**config.mk**
```make
export PLATFORM = sky130hd
export DESIGN_NAME = double_ended_queue
export DESIGN_NICKNAME = d
export VERILOG_FILES = /design/src/rtl/dq_pkg.sv /design/src/rtl/double_ended_queue.sv /design/src/rtl/dq_slot_adder.sv /design/src/rtl/dq_ring_ram.sv /design/src/rtl/dq_seq.sv
export SDC_FILE = /design/constraint.sdc
export NUM_CORES = 1
export LEC_CHECK = 0
export ABC_AREA = 1
export BUFFER_PORTS_ARGS = -buffer_cell sky130_fd_sc_hd__buf_4
export CAP_MARGIN = 20
export CORE_MARGIN = 2
export CORE_UTILIZATION = 25
export DETAILED_ROUTE_END_ITERATION = 8
export PLACE_DENSITY = 0.47
export SYNTH_ARGS = -nofsm -noshare
export SYNTH_HDL_FRONTEND = slang
export SYNTH_SLANG_ARGS = --single-unit
```
**constraint.sdc**
```tcl
create_clock -name clk_i -period 5.15 [get_ports clk_i]
set_input_delay 0.7725 -clock clk_i [delete_from_list [all_inputs] [get_ports clk_i]]
set_output_delay 0.7725 -clock clk_i [all_outputs]
set_load 0.05 [all_outputs]
```
**src/rtl/dq_pkg.sv**
```systemverilog
`timescale 1ns / 1ps
// ----------------------------------------------------------------------------
// dq_pkg: shared types and constants of the double-ended queue
// Sizes of the ring store, opcode and status codes, sequencer states and the
// result record passed from the sequencer to the output stage.
// ----------------------------------------------------------------------------
package dq_pkg;

  // Ring store geometry
  localparam int unsigned DEPTH  = 16;
  localparam int unsigned IDX_W  = $clog2(DEPTH);
  localparam int unsigned CNT_W  = $clog2(DEPTH + 1);

  // Field widths
  localparam int unsigned DATA_W      = 32;
  localparam int unsigned ENT_W       = 5;
  localparam int unsigned OP_W        = 3;
  localparam int unsigned ST_W        = 2;
  localparam int unsigned IN_TDATA_W  = 32;
  localparam int unsigned OUT_TDATA_W = 40;
  localparam int unsigned OUT_PAD_W   = OUT_TDATA_W - DATA_W - ENT_W;

  // Operation codes
  typedef enum logic [OP_W-1:0] {
    OP_PUSH_FRONT = 3'd0,
    OP_PUSH_BACK  = 3'd1,
    OP_POP_FRONT  = 3'd2,
    OP_POP_BACK   = 3'd3,
    OP_READ_FWD   = 3'd4,
    OP_READ_BWD   = 3'd5
  } op_e;

  // Result status codes
  typedef enum logic [ST_W-1:0] {
    STAT_OK    = 2'd0,
    STAT_EMPTY = 2'd1,
    STAT_FULL  = 2'd2
  } stat_e;

  // Sequencer states
  typedef enum logic [2:0] {
    S_IDLE,
    S_CALC,
    S_ACCESS,
    S_RDATA,
    S_EMIT
  } seq_state_e;

  // One result item
  typedef struct packed {
    logic [DATA_W-1:0] value;
    logic [ST_W-1:0]   status;
    logic              last;
    logic [ENT_W-1:0]  entries;
  } res_t;

  // Ring store access request
  typedef struct packed {
    logic              we;
    logic              re;
    logic [IDX_W-1:0]  addr;
    logic [DATA_W-1:0] wdata;
  } ram_req_t;

endpackage

```
**src/rtl/double_ended_queue.sv**
```systemverilog
`timescale 1ns / 1ps
// ----------------------------------------------------------------------------
// double_ended_queue: bounded deque of signed 32-bit values in a ring store
//
// Input stream: s_axis_tuser carries the opcode (push front/back, pop
// front/back, read forward/backward), s_axis_tdata the value to push.
// Output stream: one transfer per push or pop, one per stored entry for a
// readout with tlast on the final one; tuser gives status (ok, empty, full).
// An empty pop or readout gives a single empty transfer, a push onto a full
// queue is dropped and flagged full. Opcodes 6 and 7 are consumed silently.
// One item is processed at a time, s_axis_tready is high only when idle.
// A push steps through address calculation, store access and result
// hand-off; a pop or readout entry adds a read-data step after the access,
// and a full or empty case goes from address calculation straight to the
// hand-off. The single port store with registered read and the one shared
// slot adder set these steps.
// Reset clears front pointer and count; store contents need no reset.
// When the receiver stalls, the result waits in the output register and
// the sequencer holds until it can hand over the next one.
// ----------------------------------------------------------------------------
module double_ended_queue (
  input  logic                           clk_i,
  input  logic                           rst_ni,
  // input stream
  input  logic                           s_axis_tvalid,
  output logic                           s_axis_tready,
  input  logic [dq_pkg::IN_TDATA_W-1:0]  s_axis_tdata,  // [31:0] value
  input  logic [dq_pkg::OP_W-1:0]        s_axis_tuser,  // [2:0] opcode
  // output stream
  output logic                           m_axis_tvalid,
  input  logic                           m_axis_tready,
  output logic [dq_pkg::OUT_TDATA_W-1:0] m_axis_tdata,  // [31:0] value_out,
                                                        // [36:32] entries
  output logic [dq_pkg::ST_W-1:0]        m_axis_tuser,  // [1:0] status
  output logic                           m_axis_tlast
);
  import dq_pkg::*;

  logic             in_ready;
  logic             in_xfer;
  logic             out_free;
  logic             res_valid;
  res_t             res;
  logic [IDX_W-1:0] front;
  logic [IDX_W-1:0] offset;
  logic [IDX_W-1:0] slot;
  ram_req_t         ram_req;
  logic [DATA_W-1:0] rdata;

  logic             out_valid_q, out_valid_d;
  res_t             out_q, out_d;

  assign in_xfer       = s_axis_tvalid && in_ready;
  assign s_axis_tready = in_ready;
  assign out_free      = !out_valid_q || m_axis_tready;

  // Sequencer
  dq_seq u_seq (
    .clk_i       (clk_i),
    .rst_ni      (rst_ni),
    .in_valid_i  (in_xfer),
    .in_opcode_i (s_axis_tuser),
    .in_value_i  (s_axis_tdata[DATA_W-1:0]),
    .in_ready_o  (in_ready),
    .out_free_i  (out_free),
    .res_valid_o (res_valid),
    .res_o       (res),
    .front_o     (front),
    .offset_o    (offset),
    .slot_i      (slot),
    .ram_o       (ram_req),
    .rdata_i     (rdata)
  );

  // Shared slot adder
  dq_slot_adder u_adder (
    .front_i  (front),
    .offset_i (offset),
    .slot_o   (slot)
  );

  // Entry store
  dq_ring_ram u_ram (
    .clk_i   (clk_i),
    .req_i   (ram_req),
    .rdata_o (rdata)
  );

  // Output register
  always_comb begin
    out_valid_d = out_valid_q;
    out_d       = out_q;
    if (out_free) begin
      out_valid_d = res_valid;
      if (res_valid) begin
        out_d = res;
      end
    end
  end

  always_ff @(posedge clk_i or negedge rst_ni) begin
    if (!rst_ni) begin
      out_valid_q <= 1'b0;
    end else begin
      out_valid_q <= out_valid_d;
    end
  end

  always_ff @(posedge clk_i) begin
    out_q <= out_d;
  end

  assign m_axis_tvalid = out_valid_q;
  assign m_axis_tdata  = {{OUT_PAD_W{1'b0}}, out_q.entries, out_q.value};
  assign m_axis_tuser  = out_q.status;
  assign m_axis_tlast  = out_q.last;

endmodule

```
**src/rtl/dq_slot_adder.sv**
```systemverilog
`timescale 1ns / 1ps
// ----------------------------------------------------------------------------
// dq_slot_adder: shared ring address unit
// Adds an offset to the front pointer and wraps the sum into the ring.
// ----------------------------------------------------------------------------
module dq_slot_adder (
  input  logic [dq_pkg::IDX_W-1:0] front_i,
  input  logic [dq_pkg::IDX_W-1:0] offset_i,
  output logic [dq_pkg::IDX_W-1:0] slot_o
);
  import dq_pkg::*;

  logic [IDX_W:0] sum;
  logic [IDX_W:0] wrapped;

  // Both operands stay below DEPTH, so one conditional subtract wraps
  always_comb begin
    sum     = {1'b0, front_i} + {1'b0, offset_i};
    wrapped = sum;
    if (sum >= (IDX_W+1)'(DEPTH)) begin
      wrapped = sum - (IDX_W+1)'(DEPTH);
    end
    slot_o = wrapped[IDX_W-1:0];
  end

endmodule

```
**src/rtl/dq_ring_ram.sv**
```systemverilog
`timescale 1ns / 1ps
// ----------------------------------------------------------------------------
// dq_ring_ram: entry store of the ring
// Single port memory, one write or one registered read per cycle.
// ----------------------------------------------------------------------------
module dq_ring_ram (
  input  logic                      clk_i,
  input  dq_pkg::ram_req_t          req_i,
  output logic [dq_pkg::DATA_W-1:0] rdata_o
);
  import dq_pkg::*;

  logic [DATA_W-1:0] mem [DEPTH];
  logic [DATA_W-1:0] rdata_q;

  // Write port and registered read port
  always_ff @(posedge clk_i) begin
    if (req_i.we) begin
      mem[req_i.addr] <= req_i.wdata;
    end
    if (req_i.re) begin
      rdata_q <= mem[req_i.addr];
    end
  end

  assign rdata_o = rdata_q;

endmodule

```
**src/rtl/dq_seq.sv**
```systemverilog
`timescale 1ns / 1ps
// ----------------------------------------------------------------------------
// dq_seq: queue sequencer
// Holds front pointer and count, steps each operation through address
// calculation, store access and result hand-off, reusing the slot adder.
// ----------------------------------------------------------------------------
module dq_seq (
  input  logic                      clk_i,
  input  logic                      rst_ni,
  // input transfer
  input  logic                      in_valid_i,
  input  logic [dq_pkg::OP_W-1:0]   in_opcode_i,
  input  logic [dq_pkg::DATA_W-1:0] in_value_i,
  output logic                      in_ready_o,
  // result hand-off
  input  logic                      out_free_i,
  output logic                      res_valid_o,
  output dq_pkg::res_t              res_o,
  // slot adder
  output logic [dq_pkg::IDX_W-1:0]  front_o,
  output logic [dq_pkg::IDX_W-1:0]  offset_o,
  input  logic [dq_pkg::IDX_W-1:0]  slot_i,
  // ring store
  output dq_pkg::ram_req_t          ram_o,
  input  logic [dq_pkg::DATA_W-1:0] rdata_i
);
  import dq_pkg::*;

  seq_state_e        state_q, state_d;
  logic [IDX_W-1:0]  front_q, front_d;
  logic [CNT_W-1:0]  count_q, count_d;
  logic [IDX_W-1:0]  idx_q, idx_d;
  logic [IDX_W-1:0]  slot_q, slot_d;
  logic [OP_W-1:0]   op_q, op_d;
  logic [DATA_W-1:0] val_q, val_d;
  logic [DATA_W-1:0] rval_q, rval_d;
  logic [ST_W-1:0]   rstat_q, rstat_d;
  logic              rlast_q, rlast_d;

  logic              is_push;
  logic              is_pop;
  logic [CNT_W-1:0]  back_off;
  logic [CNT_W-1:0]  rev_off;

  // Control registers
  always_ff @(posedge clk_i or negedge rst_ni) begin
    if (!rst_ni) begin
      state_q <= S_IDLE;
      front_q <= '0;
      count_q <= '0;
    end else begin
      state_q <= state_d;
      front_q <= front_d;
      count_q <= count_d;
    end
  end

  // Operand and result registers
  always_ff @(posedge clk_i) begin
    idx_q   <= idx_d;
    slot_q  <= slot_d;
    op_q    <= op_d;
    val_q   <= val_d;
    rval_q  <= rval_d;
    rstat_q <= rstat_d;
    rlast_q <= rlast_d;
  end

  assign is_push  = (op_q == OP_PUSH_FRONT) || (op_q == OP_PUSH_BACK);
  assign is_pop   = (op_q == OP_POP_FRONT)  || (op_q == OP_POP_BACK);
  assign back_off = count_q - CNT_W'(1);
  assign rev_off  = count_q - CNT_W'(1) - CNT_W'(idx_q);

  // Offset into the ring for the shared adder
  always_comb begin
    offset_o = '0;
    if (state_q == S_RDATA) begin
      offset_o = IDX_W'(1);
    end else begin
      unique case (op_q)
        OP_PUSH_FRONT: offset_o = IDX_W'(DEPTH - 1);
        OP_PUSH_BACK:  offset_o = count_q[IDX_W-1:0];
        OP_POP_FRONT:  offset_o = '0;
        OP_POP_BACK:   offset_o = back_off[IDX_W-1:0];
        OP_READ_FWD:   offset_o = idx_q;
        OP_READ_BWD:   offset_o = rev_off[IDX_W-1:0];
        default:       offset_o = '0;
      endcase
    end
  end

  assign front_o = front_q;

  // Next state and outputs
  always_comb begin
    state_d     = state_q;
    front_d     = front_q;
    count_d     = count_q;
    idx_d       = idx_q;
    slot_d      = slot_q;
    op_d        = op_q;
    val_d       = val_q;
    rval_d      = rval_q;
    rstat_d     = rstat_q;
    rlast_d     = rlast_q;
    in_ready_o  = 1'b0;
    res_valid_o = 1'b0;
    ram_o.we    = 1'b0;
    ram_o.re    = 1'b0;
    ram_o.addr  = slot_q;
    ram_o.wdata = val_q;

    unique case (state_q)
      S_IDLE: begin
        in_ready_o = 1'b1;
        if (in_valid_i) begin
          op_d  = in_opcode_i;
          val_d = in_value_i;
          idx_d = '0;
          // unknown opcodes are dropped without a result
          if (in_opcode_i <= OP_READ_BWD) begin
            state_d = S_CALC;
          end
        end
      end

      S_CALC: begin
        slot_d = slot_i;
        if (is_push && (count_q == CNT_W'(DEPTH))) begin
          rval_d  = '0;
          rstat_d = STAT_FULL;
          rlast_d = 1'b1;
          state_d = S_EMIT;
        end else if (!is_push && (count_q == '0)) begin
          rval_d  = '0;
          rstat_d = STAT_EMPTY;
          rlast_d = 1'b1;
          state_d = S_EMIT;
        end else begin
          state_d = S_ACCESS;
        end
      end

      S_ACCESS: begin
        if (is_push) begin
          ram_o.we = 1'b1;
          if (op_q == OP_PUSH_FRONT) begin
            front_d = slot_q;
          end
          count_d = count_q + CNT_W'(1);
          rval_d  = '0;
          rstat_d = STAT_OK;
          rlast_d = 1'b1;
          state_d = S_EMIT;
        end else begin
          ram_o.re = 1'b1;
          state_d  = S_RDATA;
        end
      end

      S_RDATA: begin
        rval_d  = rdata_i;
        rstat_d = STAT_OK;
        if (is_pop) begin
          rlast_d = 1'b1;
          count_d = count_q - CNT_W'(1);
          if (op_q == OP_POP_FRONT) begin
            front_d = slot_i;
          end
        end else begin
          rlast_d = ((CNT_W'(idx_q) + CNT_W'(1)) == count_q);
        end
        state_d = S_EMIT;
      end

      S_EMIT: begin
        res_valid_o = 1'b1;
        if (out_free_i) begin
          if (rlast_q) begin
            state_d = S_IDLE;
          end else begin
            idx_d   = idx_q + IDX_W'(1);
            state_d = S_CALC;
          end
        end
      end

      default: state_d = S_IDLE;
    endcase
  end

  // Result record, count is already updated when it is shown
  always_comb begin
    res_o.value   = rval_q;
    res_o.status  = rstat_q;
    res_o.last    = rlast_q;
    res_o.entries = ENT_W'(count_q);
  end

`ifndef SYNTHESIS
  // Count never passes the ring size
  a_count_bound: assert property (@(posedge clk_i) disable iff (!rst_ni)
    count_q <= CNT_W'(DEPTH))
    else $error("entry count above ring size");

  // Store writes only for a push onto a non-full queue
  a_write_push: assert property (@(posedge clk_i) disable iff (!rst_ni)
    ram_o.we |-> (is_push && (count_q < CNT_W'(DEPTH))))
    else $error("store write outside an accepted push");

  // Count moves only from the access or read-data step
  a_count_step: assert property (@(posedge clk_i) disable iff (!rst_ni)
    (count_q != $past(count_q)) |->
      ($past(state_q) == S_ACCESS || $past(state_q) == S_RDATA))
    else $error("entry count changed outside an update step");

  // Front pointer moves only on a push front or pop front
  a_front_step: assert property (@(posedge clk_i) disable iff (!rst_ni)
    (front_q != $past(front_q)) |->
      ($past(op_q) == OP_PUSH_FRONT || $past(op_q) == OP_POP_FRONT))
    else $error("front pointer moved on wrong operation");
`endif

endmodule
```
==> results.yml, run 1 <==
logic_synthesis:
  synthesis.yosys.warnings: 0
  synth.most_common_cell: "edfxtp_1"
  synth_area_leaders: "edfxtp_1 79%, a22oi_1 7.7%, nand2_1 4.4%, dfrtp_1 1.3%, inv_1 1.2%"
  synth_edf_count: 662
  synth_area_leader_cell: "edfxtp_1"
  synth_commonest_cells: "662 x edfxtp_1, 296 x nand2_1, 256 x a22oi_1, 79 x inv_1, 75 x nor2_1"
  ys_seq_elements: 675
  primary_flip_flop_cell_chosen_by_synthesis_mapping: "edfxtp_1"
  synthDominantCellAreaShare: 0.7932
  postSynth.asyncResetShare: 0.01926
  yosysUniqueCellTypes: 33
  synth.cell_area_um2: 25060
  syn_inst: 1586
  avgSynthCellArea_um2: 15.80
  sequential_to_total_area_share_from_yosys_stat: 0.8062
sta:
  finalSetupViolCount: 0
  timing.slew.headroom: 0.2893
  finalCriticalPeriod_ns: 3.221
  final-hold-violation-count: 0
  worst_slew_pin_slew_ns: 1.064
  max_clock_freq_mhz: 310.4
  fin_worst_skew_ns: 0.02038
  finalCritPeriodShare: 0.6255
  rsz_0062_raised_after_global_routing: "false"
  fin_tns_setup_ns: 0
  final_max_slew_viol_count: 0
worst_setup_path:
  regToRegStartpoint: "u_seq.op_q[0]$_DFFE_PP_"
  worstSetupEndpoint: "u_ram.mem[1][15]$_DFFE_PP_"
  timing.setup.critical_path_class: "reg2reg"
  worstRegToRegCells: 8
  setup.reg_to_reg.worst_slack_ns: 1.93
  worst_ep_required_time_ns: 5.46
  cp-end-kind: "flip-flop"
  startpoint_type: "flip-flop"
  arrival_ns: 3.53
  reg2reg_to: "u_ram.mem[1][15]$_DFFE_PP_"
  worstPathMaxFanout: 22
  startpoint: "u_seq.op_q[0]$_DFFE_PP_"
power_and_ir_drop:
  power_per_cell_area_nw_per_um2: 560.4
  portion_of_total_power_attributed_to_the_clock_network: 0.317
  switchingPower_w: 0.005598
  leakage_nw: 10.11
  power.sequential.fraction: 0.436
  power_switching_share: 0.3337
  internal-power_w: 0.01118
  vdd_ir_drop_max_uv: 427.6
  combinationalPowerShare: 0.247
cts:
  tritoncts.num_buffers: 73
  cts_hold_buffers: 1
  cts.sink_count: 675
  tritoncts_clock_tree: "yes"
  cts.repair_timing.setup_buffer_count: 0
  cts_max_path_buffers: 3
  clk_transition_reported_paths_ns: 0.06
  clk_latency_ns: 0.62
  cts-htree-levels: 3
  cts_root_buf: "clkbuf_16"
  ctsResizeCount: 0
routing:
  top_layer_used: "met4"
  routedLengthMet1_mm: 28.42
  dr.pass1.iters: 5
  routed_length_per_instance_um: 21.01
  vias_per_cell: 4.492
  first_iter_violations: 1119
  detail-route-antenna-nets: 0
  drc_violation_count_after_routing: 0
  via_count: 13720
  route.met2.wl_mm: 31.45
  drt-total-wl_mm: 64.13
  route.met3.wl_mm: 3.184
placement:
  detailed_place.area_um2: 27440
  numPlacedInstances: 2915
  place_hpwl_mm: 37.89
  placement.io_buffers: 80
  gpl.final_weighted_congestion: 0.7811
floorplanning:
  ioPinCount: 84
  floorplan.die.height_um: 320.6
  floorplan.core_area_um2: 99710
  chip_width_um: 320.6
  initial_utilization: 0.2514
  design.die.area_um2: 102800
  fp-row-count: 116
layout:
  areaGrowthSynthToFinish_pct: 19.45
  fillerInstances: 9768
  antenna-diode-count: 0
  layout_cell_share_with_drive_strength_beyond_1: 0.1447
  fin_nets: 1746
  finalNonFillerCells: 3053
  final_design_area_no_fill_um2: 29940
grt:
  grt_antenna_before_repair: 1
  pin_count_of_the_biggest_net_entering_global_routing: 129
  overflow: 0
  first_pass_grt_wire_length_mm: 95.55
  grt_pass1_vias: 14230
  globalRouteTotalUtil: 0.1238
min_path:
  hp-class: "in2reg"
  hold_depth: 1
run_status:
  status: "completed"
job:
  cap_violations: 0
## cell type report
type                            count  area (µm²)  area share
Multi-Input combinational cell    753        4365      0.1458
Inverter                           83       316.6     0.01057
Clock inverter                     51       520.5     0.01739
Tap cell                         1298        1624     0.05425
Sequential cell                   675       20200      0.6749
Timing Repair Buffer              110        1001     0.03343
Clock buffer                       83        1907     0.06369
## power groups by stage
stage,Combinational [W],Sequential [W],Clock [W]
floorplan,0.00259,0.00735,0
global placement,0.00416,0.00744,0
detailed placement,0.00421,0.00745,0
CTS,0.00423,0.00733,0.00545
global route,0.00461,0.00739,0.00566
finish,0.00414,0.00731,0.00532
## cells in the final DEF, fill, tap and decap left out, drive strengths merged, types with 5 or more instances in the layout
cell	synthesis	final
edfxtp	662	662
clkbuf	16	83
a22oi	256	256
inv	83	87
buf	61	109
o21ai	19	19
nand2	299	299
bufinv	0	9
clkinv	0	33
nor2	78	78
xor2	7	7
dfrtp	13	13
clkinvlp	0	5
nand4	33	33
ha	9	9
nand3	20	20
a21oi	8	8
## metrics by stage
stage	power, W	worst slack [ns]	utilization	hold WS (ns)
after floorplan	0.009943	1.778	-	0.4003
after global routing	0.01766	1.716	0.3003	0.2970
after detailed placement	0.01166	1.837	0.2752	0.4072
final	0.01678	1.929	0.3003	0.3282
after CTS	0.01701	1.820	0.2997	0.2937
after global placement	0.01160	1.859	0.2736	0.4015
## state kept, by name, indices dropped and copies added, names as in the netlist, 2 cells and up
| name | cells |
|---|---|
| u_seq.idx_q | 4 |
| u_seq.slot_q | 4 |
| u_seq.state_q | 3 |
| m_axis_tuser | 2 |
| u_seq.rstat_q | 2 |
| u_ram.mem | 512 |
| u_seq.front_o | 4 |
| m_axis_tdata | 37 |
| u_seq.count_q | 5 |
| u_seq.op_q | 3 |
| u_ram.rdata_o | 32 |
| u_seq.rval_q | 32 |
| u_seq.val_q | 32 |
## worst max-delay path: stages (launching register included)
cell and delay (ns):
edfxtp_1 0.47, nor2_2 0.19, nand2_2 0.11, nand2_2 0.12
inv_1 0.06, nor2_1 0.36, nand2_1 0.36, nor2_4 0.86
buf_4 0.36
## logic make-up (layout without fill, tap and decap cells)
| kind of cell | Yosys count | count (layout) | share of synthesized area |
|---|---|---|---|
| other | 1 | 3 | 0.0001496 |
| flip-flops | 675 | 675 | 0.8062 |
| AND/OR/NAND/NOR | 433 | 433 | 0.07094 |
| XOR/XNOR | 11 | 11 | 0.003844 |
| AO/OA/AOI/OAI | 295 | 295 | 0.08557 |
| buffers and inverters | 160 | 327 | 0.02726 |
| adder cells (fa/ha/maj) | 11 | 11 | 0.006091 |
## routing by layer
layer  vias up  global-route usage
met5         -                   0
met4         0             0.03443
met3        71             0.01863
met2       364              0.2086
met1      7039              0.1657
li1       6241                   -
## worst min-delay path by stage
stage	from	to	slack, ns
2_1_floorplan	u_seq.rval_q[0]$_SDFFCE_PN0P_	m_axis_tdata[0]$_DFFE_PP_	0.40
3_3_place_gp	u_seq.rval_q[12]$_SDFFCE_PN0P_	m_axis_tdata[12]$_DFFE_PP_	0.40
3_5_place_dp	u_seq.rval_q[28]$_SDFFCE_PN0P_	m_axis_tdata[28]$_DFFE_PP_	0.41
4_1_cts	s_axis_tdata[28]	u_seq.val_q[28]$_DFFE_PP_	0.29
5_1_grt	s_axis_tdata[25]	u_seq.val_q[25]$_DFFE_PP_	0.30
6_report	s_axis_tdata[23]	u_seq.val_q[23]$_DFFE_PP_	0.33
Power figures use the tool's default switching activity.
==> run 2: changes to the inputs <==
==> constraint.sdc (replaced) <==
create_clock -name clk_i -period 3.31 [get_ports clk_i]
set_input_delay 0.4965 -clock clk_i [delete_from_list [all_inputs] [get_ports clk_i]]
set_output_delay 0.4965 -clock clk_i [all_outputs]
set_load 0.05 [all_outputs]
==> results.yml, run 2 (same netlist as run 1, synthesis figures left out) <==
worst_setup_path:
  worst_ep_required_time_ns: 3.67
  timing.setup.critical_path_class: "reg2reg"
  arrival_ns: 3.45
  startpoint_type: "flip-flop"
  worstRegToRegCells: 17
  critical-path-top-cell-by-count: "inv_1"
  critical_path.cell_chain: "inv_1, ha_1, xnor2_2, inv_1, ha_1, xor2_1, o22ai_1, nor2_1, a21oi_1, ha_1, a21oi_1, nand2_1, xor2_1, inv_1, nand3_1, nand2_1, inv_1"
  startpoint: "u_seq.count_q[1]$_DFFE_PN0P_"
  worstSetupEndpoint: "u_seq.slot_q[3]$_DFFE_PN_"
  cp-end-kind: "flip-flop"
  regToRegStartpoint: "u_seq.count_q[1]$_DFFE_PN0P_"
  worst_path_largest_cell_delay_ns: 0.42
  reg2reg_to: "u_seq.slot_q[3]$_DFFE_PN_"
  cpMaxStageDelayCell: "dfrtp_1"
  worstPathMaxFanout: 5
  setup.reg_to_reg.worst_slack_ns: 0.22
floorplanning:
  fp-row-count: 116
  design.die.area_um2: 102800
  chip_width_um: 320.6
  floorplan.die.height_um: 320.6
  ioPinCount: 84
  floorplan.core_area_um2: 99710
  initial_utilization: 0.2514
min_path:
  hp-class: "in2reg"
layout:
  top_library_cells_by_usage_in_the_layout_fill_and_taps_aside: "662 x edfxtp_1, 296 x nand2_1, 256 x a22oi_1"
  layout_cell_share_with_drive_strength_beyond_1: 0.1536
  layout_commonest_cell: "edfxtp_1"
  largest_reg_flops: 512
  fin_nets: 1767
  antenna-diode-count: 0
  max_flop_register: "u_ram.mem"
  areaGrowthSynthToFinish_pct: 20.28
cts:
  cts_max_path_buffers: 3
  cts_root_buf: "clkbuf_16"
  tritoncts_clock_tree: "yes"
  tritoncts.num_buffers: 74
  clk_transition_reported_paths_ns: 0.06
  cts-htree-levels: 3
  cts.sink_count: 675
  clk_latency_ns: 0.61
sta:
  worst_slew_pin_slew_ns: 0.8423
  final-hold-violation-count: 0
  postLayoutSetupSlackWorst_ns: 0.2191
  finalCriticalPeriod_ns: 3.091
  finalSetupViolCount: 0
  max_clock_freq_mhz: 323.5
  fin_worst_skew_ns: 0.01747
  finalCritPeriodShare: 0.9338
  final_max_slew_viol_count: 0
  hold_ws_ns: 0.06616
  timing.slew.headroom: 0.4385
routing:
  first_iter_violations: 1156
  drc_violation_count_after_routing: 0
  via_count: 13770
  drt-total-wl_mm: 64.28
  detail-route-antenna-nets: 0
  dr.pass1.iters: 5
  routed_length_per_instance_um: 20.90
  vias_per_cell: 4.479
grt:
  overflow: 0
  first_pass_grt_wire_length_mm: 94.79
  grt_antenna_before_repair: 0
  pin_count_of_the_biggest_net_entering_global_routing: 76
  grt_pass1_vias: 14120
  globalRouteTotalUtil: 0.1245
power_and_ir_drop:
  power.total_w: 0.02605
  vdd_ir_drop_max_uv: 544.3
  power_per_cell_area_nw_per_um2: 864.1
  leakage_nw: 10.21
run_status:
  status: "completed"
placement:
  placement.setup.worst_slack_ns: 0.2624
  place_hpwl_mm: 37.39
  gpl.final_weighted_congestion: 0.7697
  placement.io_buffers: 80
job:
  cap_violations: 0
[run 2: changes by cell type in the layout (fill, tap and decap cells not counted), sizes merged]
cell    before  now
buf        109  129
bufinv       9    6
clkbuf      83   95
clkinv      33   25
inv         87   88
[run 2: where the power goes]
part / switching (W) / internal, W / total [W] / leakage [nW]
registers: 0.000669 / 0.0107 / 0.0113 / 6.16
logic: 0.00466 / 0.00200 / 0.00667 / 2.91
clock network: 0.00333 / 0.00472 / 0.00804 / 1.14
[run 2: routing by layer]
layer  global-route usage  part of all wire
met1               0.1641              0.44
met2               0.2110              0.49
met3              0.01983             0.046
met4              0.03620             0.018
met5                    0                 0
[run 2: critical path: cells and delay by family (launching register included)]
family	cells	cell delay, ns
fa+ha+maj	3	0.92
compound gates	3	0.31
simple gates	4	0.35
buf+inv	4	0.36
flops	1	0.42
xor+xnor	3	0.46
[run 2: cell type report]
cell class | count | area (µm²)
Multi-Input combinational cell | 753 | 4373
Fill cell | 9786 | 69570
Timing Repair Buffer | 130 | 1254
Clock buffer | 95 | 1973
Inverter | 83 | 316.6
Tap cell | 1298 | 1624
Clock inverter | 41 | 400.4
Sequential cell | 675 | 20200
[run 2: per-stage QoR]
| step | setup TNS [ns] | utilization | std cells | area (µm²) |
|---|---|---|---|---|
| floorplan | 0 | - | 1588 | 25070 |
| global placement | 0 | 0.2783 | 2937 | 27750 |
| detailed placement | 0 | 0.2783 | 2937 | 27750 |
| CTS | 0 | 0.3022 | 3074 | 30130 |
| global route | -0.004660 | 0.3023 | 3075 | 30150 |
| finish | 0 | 0.3023 | 3075 | 30150 |
[run 2: how the worst min path moves through the flow]
stage | from | endpoint | slack (ns) | cells after the start
after floorplan | rst_ni | m_axis_tvalid$_DFFE_PN0P_ | 0.20 | 0
after global placement | rst_ni | m_axis_tvalid$_DFFE_PN0P_ | 0.37 | 1
after detailed placement | rst_ni | m_axis_tvalid$_DFFE_PN0P_ | 0.37 | 1
after CTS | s_axis_tdata[26] | u_seq.val_q[26]$_DFFE_PP_ | 0.03 | 1
after global routing | s_axis_tdata[12] | u_seq.val_q[12]$_DFFE_PP_ | 0.04 | 1
final | s_axis_tdata[26] | u_seq.val_q[26]$_DFFE_PP_ | 0.07 | 1
[run 2: repair_timing]
action / CTS / global route
resized for setup: 0 / 1
buffers inserted: 0 / 1
hold buffers: 1 / 0
setup endpoints to repair: 0 / 1
endpoints found under the hold margin: 13 / 0
